`src/rtl/nacb_pkg.sv`:
```
// ----------------------------------------------------------------------------
// nacb_pkg: shared types and constants of the nearest atom color blend
// Holds the controller states, the command and status groups between the
// controller and the datapath, and fixed field widths.
// ----------------------------------------------------------------------------
package nacb_pkg;

  localparam int COORD_W    = 20;
  localparam int RAD_W      = 12;
  localparam int COLOR_W    = 8;
  localparam int ENTRY_W    = 3 * COORD_W + RAD_W + 3 * COLOR_W;
  localparam int DIFF_W     = COORD_W + 1;
  localparam int SCORE_W    = 2 * DIFF_W;
  localparam int ROOT_W     = DIFF_W;
  localparam int ROOT_BIT_W = 5;
  localparam int WEIGHT_W   = 16;
  localparam int QUOT_W     = COLOR_W + 1;
  localparam int QBIT_W     = 4;

  localparam logic [31:0]         EXPQ       = 32'd4278222805;
  localparam logic [WEIGHT_W-1:0] WEIGHT_ONE = 16'hFFFF;
  localparam logic [COLOR_W-1:0]  COLOR_FULL = 8'hFF;

  localparam logic [1:0] CH_RED   = 2'd0;
  localparam logic [1:0] CH_GREEN = 2'd1;
  localparam logic [1:0] CH_BLUE  = 2'd2;

  typedef enum logic [2:0] {
    ST_INIT,
    ST_IDLE,
    ST_SCAN,
    ST_ROOT,
    ST_LOOK,
    ST_ACC,
    ST_DIV,
    ST_DONE
  } nacb_state_t;

  typedef struct packed {
    logic init_step;
    logic load_write;
    logic query_start;
    logic scan_step;
    logic root_step;
    logic look;
    logic acc;
    logic div_step;
    logic result_load;
  } nacb_cmd_t;

  typedef struct packed {
    logic init_last;
    logic scan_done;
    logic fill_zero;
    logic root_last;
    logic entry_last;
    logic div_last;
    logic out_free;
  } nacb_status_t;

endpackage

```
`src/rtl/nacb_ctrl.sv`:
```
// ----------------------------------------------------------------------------
// nacb_ctrl: sequencer of the nearest atom color blend
// Steps through table build, scan, roots, weighting, division and output.
// ----------------------------------------------------------------------------
module nacb_ctrl
  import nacb_pkg::*;
(
  input  logic         clk,
  input  logic         rst,
  input  logic         in_valid,
  input  logic         query,
  input  nacb_status_t status,
  output logic         in_ready,
  output nacb_cmd_t    cmd
);

  nacb_state_t state, state_next;

  always_ff @(posedge clk) begin
    if (rst) begin
      state <= ST_INIT;
    end else begin
      state <= state_next;
    end
  end

  always_comb begin
    state_next = state;
    unique case (state)
      ST_INIT: if (status.init_last) state_next = ST_IDLE;
      ST_IDLE: if (in_valid && query) state_next = ST_SCAN;
      ST_SCAN: begin
        if (status.scan_done) begin
          state_next = status.fill_zero ? ST_DONE : ST_ROOT;
        end
      end
      ST_ROOT: if (status.root_last) state_next = ST_LOOK;
      ST_LOOK: state_next = ST_ACC;
      ST_ACC:  state_next = status.entry_last ? ST_DIV : ST_ROOT;
      ST_DIV:  if (status.div_last) state_next = ST_DONE;
      ST_DONE: if (status.out_free) state_next = ST_IDLE;
      default: state_next = ST_INIT;
    endcase
  end

  always_comb begin
    in_ready        = (state == ST_IDLE);
    cmd             = '0;
    cmd.init_step   = (state == ST_INIT);
    cmd.load_write  = (state == ST_IDLE) && in_valid && !query;
    cmd.query_start = (state == ST_IDLE) && in_valid && query;
    cmd.scan_step   = (state == ST_SCAN);
    cmd.root_step   = (state == ST_ROOT);
    cmd.look        = (state == ST_LOOK);
    cmd.acc         = (state == ST_ACC);
    cmd.div_step    = (state == ST_DIV);
    cmd.result_load = (state == ST_DONE) && status.out_free;
  end

endmodule

```
`config.mk`:
```
export PLATFORM = sky130hd
export DESIGN_NAME = nacb_ctrl
export DESIGN_NICKNAME = d
export VERILOG_FILES = /design/src/rtl/nacb_pkg.sv /design/src/rtl/nacb_ctrl.sv
export SDC_FILE = /design/constraint.sdc
export NUM_CORES = 1
export LEC_CHECK = 0
export ABC_AREA = 1
export BUFFER_PORTS_ARGS = -buffer_cell sky130_fd_sc_hd__buf_2
export CORE_AREA = 3 3 40 42
export DETAILED_ROUTE_END_ITERATION = 6
export DIE_AREA = 0 0 43 45
export PLACE_DENSITY = 0.51
export SLEW_MARGIN = 20
export SYNTH_ARGS = -nofsm -noshare
export SYNTH_HDL_FRONTEND = slang
export SYNTH_SLANG_ARGS = --single-unit
```
`constraint.sdc`:
```
create_clock -name clk -period 2 [get_ports clk]
set_input_delay 0.3 -clock clk [delete_from_list [all_inputs] [get_ports clk]]
set_output_delay 0.3 -clock clk [all_outputs]
set_load 0.1 [all_outputs]
```
Word level (Yosys, flattened, before mapping)
Index checks and enable logic that the tools add are counted.

cells by class
  eq/ne operators = 13
  reduce and logical (&&, ||, !) cells = 8
  multiplexer cells = 9

operators with widths
  operator                                                          number
  3-bit two-way mux                                                 8
  3-bit one-hot mux with 8 select lines                             1
  3-bit == test (second input constant)                             4
  2-bit != test (second input constant)                             5
  3-bit by 2-bit == test with 1-bit output (second input constant)  2
  6-bit AND reduction                                               1
  1-bit logical AND                                                 5
  3-bit by 1-bit == test with 1-bit output (second input constant)  1
  3-bit logical NOT                                                 1
  2-bit by 1-bit != test with 1-bit output (second input constant)  1
  1-bit logical NOT                                                 1

storage, ports and cells
  output and inout bits = 10
  word-level logic and storage cells = 31
  register bits = 3

Depth between registers and ports, before layout
  depth after elaboration = 3
  gate-level depth with buffers = 8
  depth with buffers taken out = 8

Worst setup path before layout
OpenSTA, ideal clock, no wires.

  path type = register -> output
  start point = reg state[0]
  end point = out cmd[7] (netlist name)
  buffers on the path = 0
  cell stages (with the launch flop) = 7
  required time = 1.700 ns
  path slack = -1.669 ns
  data arrival time = 3.369 ns
  cells stage by stage = dfxtp_1 inv_2 nor2_2 inv_1 nor2_1 nand2_1 nor2_1

RTL lines
  what                      RTL line         text
  start: declaration        nacb_ctrl.sv:17  nacb_state_t state, state_next;
  start signal: assignment  nacb_ctrl.sv:23  state <= state_next;
  end: declaration          nacb_ctrl.sv:14  output nacb_cmd_t cmd

==> results.ini <==
[global_routing]
antenna_found_initial = 0
grt_pass1_wl_mm = 1.242
grt_pass1_vias = 330
grt_max_degree = 10
grt-ovfl-total = 0
track_usage = 0.08403

[placement]
placed_cells = 94
gp_congestion = 0.7079
hpwlAfterDp_um = 721.4
numPortBuffers = 20

[clock_tree]
cts_hold_buf = 0
cts_buffers = 3
clk_latency_ns = 0.23
post_cts_buffers = 0
h-tree-depth = 1
clkSinkCount = 3
clkTransAtPathRegs_ns = 0.04
post_cts_resized = 0
cts_root_buf = clkbuf_4
cts_buffer_depth = 2
tritoncts = done

[yosys]
yosysWarningCount = 0
synthMuxAreaShare = 0
yosys.area_share.simple = 0.5731
synth_area_um2 = 325.3
yosys_register_bits = 3
synth_top_family_by_area = simple AND/OR/NAND/NOR gates
ys_seq_area_frac = 0.1846
synth_cell_types = 16
synth_compound_area_frac = 0.06923
synthAdderAreaFrac = 0
syn_area_per_cell_um2 = 5.422
synth_xor_xnor_area_share = 0
syn-num-nets = 71
postSynthCellCount = 60

[worst_setup_path]
worstPathRequired_ns = 1.70
end_kind = primary output
worstPathArrival_ns = 1.60
crit_start = state[2]$_SDFFE_PP0P_
crit_family = buffers and inverters
cp_num_buf_inv = 2
r2r_setup_slack_ns = 0.56
slowest_delay_ns = 0.58
crit_path_top_delay_cell = dfxtp_1
path_cells = inv_2, nor3_4, buf_2
path_max_fanout = 9
worstSetupPathType = reg -> out
cp-start-kind = register
r2r_start = state[2]$_SDFFE_PP0P_

[routing]
vias_per_cell = 4.327
drt_pass1_iterations = 4
drc_errors = 0
drt-total-wl_um = 846
drtIter0Drc = 10
routedWlPerCell_um = 8.633
drtAntennaViolNets = 0
vias = 424

[pwr]
power_w = 0.0009425
power_density_mw_per_mm2 = 1824
vdd_drop_max_mv = 0.8078
leakagePower_nw = 0.3086

[timing]
fmax_mhz = 527.1
fin_crit_ns = 1.897
worst-slew-pin-transition_ns = 0.4856
rsz0062_at_grt = false
finalSetupTns_ns = 0
hold_viol = 0
fin_skew_ns = 0.006126
drv_slew = 0
post-route-period-util = 0.9487
report.final.setup_viol = 0
slew-limit-headroom = 0.6785

[floorplan]
core_mm2 = 0.001285
io_pins = 21
dieHeight_um = 45
fp.dieArea_mm2 = 0.001935
die_x_um = 43
start_util = 0.2532
row_count = 13

[finish]
regMostFlops = state
fin_cells = 98
reg_top3 = state: 3 flops
layout_commonest_cell = buf_2
finish.net_count = 95
fill_cells = 142
drive_gt1_frac = 0.4819
num_antenna_cells = 0
syn2layout_area_growth_pct = 58.85
largest_reg_flops = 3
final_cell_mix = buf_2, inv_1, nand2_1, nor2_1, nor2_2

[worst_hold_path]
hold_start = rst
hold_class = in -> reg

[outcome]
status = complete, no violations

[run]
maxCapViolCount = 0

## metal layers
layer | part of all wire | global-route usage
met4 | 0 | 0.03614
met5 | 0 | 0
met3 | 0.090 | 0.02789
met2 | 0.45 | 0.1407
met1 | 0.46 | 0.09856
## path summary, 6_finish.rpt
| check | endpoint | cells past startpoint |
|---|---|---|
| worst min register to register | state[0]$_SDFFE_PP0P_ | 2 |
| worst max-delay path | cmd[0] | 3 |
| worst max register to register | state[1]$_SDFFE_PP0P_ | 7 |
| worst min-delay path | state[0]$_SDFFE_PP0P_ | 4 |
## report_power, final
| group | internal (W) | total (W) | leakage (nW) | switching (W) |
|---|---|---|---|---|
| registers | 0.0000835 | 0.000136 | 0.0249 | 0.0000522 |
| clock network | 0.0000747 | 0.000105 | 0.0150 | 0.0000303 |
| logic | 0.000150 | 0.000702 | 0.269 | 0.000552 |
| total | 0.000308 | 0.000942 | 0.309 | 0.000634 |
## tightest hold or removal path, cell delays in order
cell and delay, ns:
buf_2 0.09, inv_1 0.03, nand2_1 0.05, nor2_1 0.03
## area by class of cell
type	instances	area, um2	share of cell area
inverter	13	48.80	0.09443
clock buffer	4	26.28	0.05085
sequential	3	60.06	0.1162
tap	15	18.77	0.03632
multi-input combinational	43	247.7	0.4794
timing repair buffer	20	115.1	0.2228
## cell usage after synthesis
library cell,count,share of area
nor2_1,12,0.14
inv_1,11,0.13
nand2_1,9,0.10
nand3_1,5,0.077
nor2_2,4,0.077
dfxtp_1,3,0.18
nand2_2,3,0.058
nor3_1,3,0.046
inv_2,2,0.023
o22ai_1,2,0.038
a21oi_1,1,0.015
buf_4,1,0.023
nand3_2,1,0.031
nand3b_1,1,0.023
nand4_1,1,0.019
o21ai_0,1,0.015
## kinds of logic (layout without fill, tap and decap cells)
| kind of cell | after synthesis | in the layout |
|---|---|---|
| DFF | 3 | 3 |
| and+or+nand+nor | 39 | 39 |
| AOI/OAI and AO/OA | 4 | 4 |
| buffers and inverters | 14 | 37 |
## stage by stage
step	hold WS, ns	utilization	instance area [um2]	worst slack, ns
finish	0.3258	0.4021	516.7	0.1027
global route	0.3668	0.4021	516.7	0.03416
CTS	0.3263	0.4021	516.7	0.08902
detailed placement	0.5670	0.3817	490.5	0.3381
global placement	0.5714	0.3817	490.5	0.3272
floorplan	0.4437	-	364.1	-0.1685
Note: power is estimated with default switching activity, not from simulation.
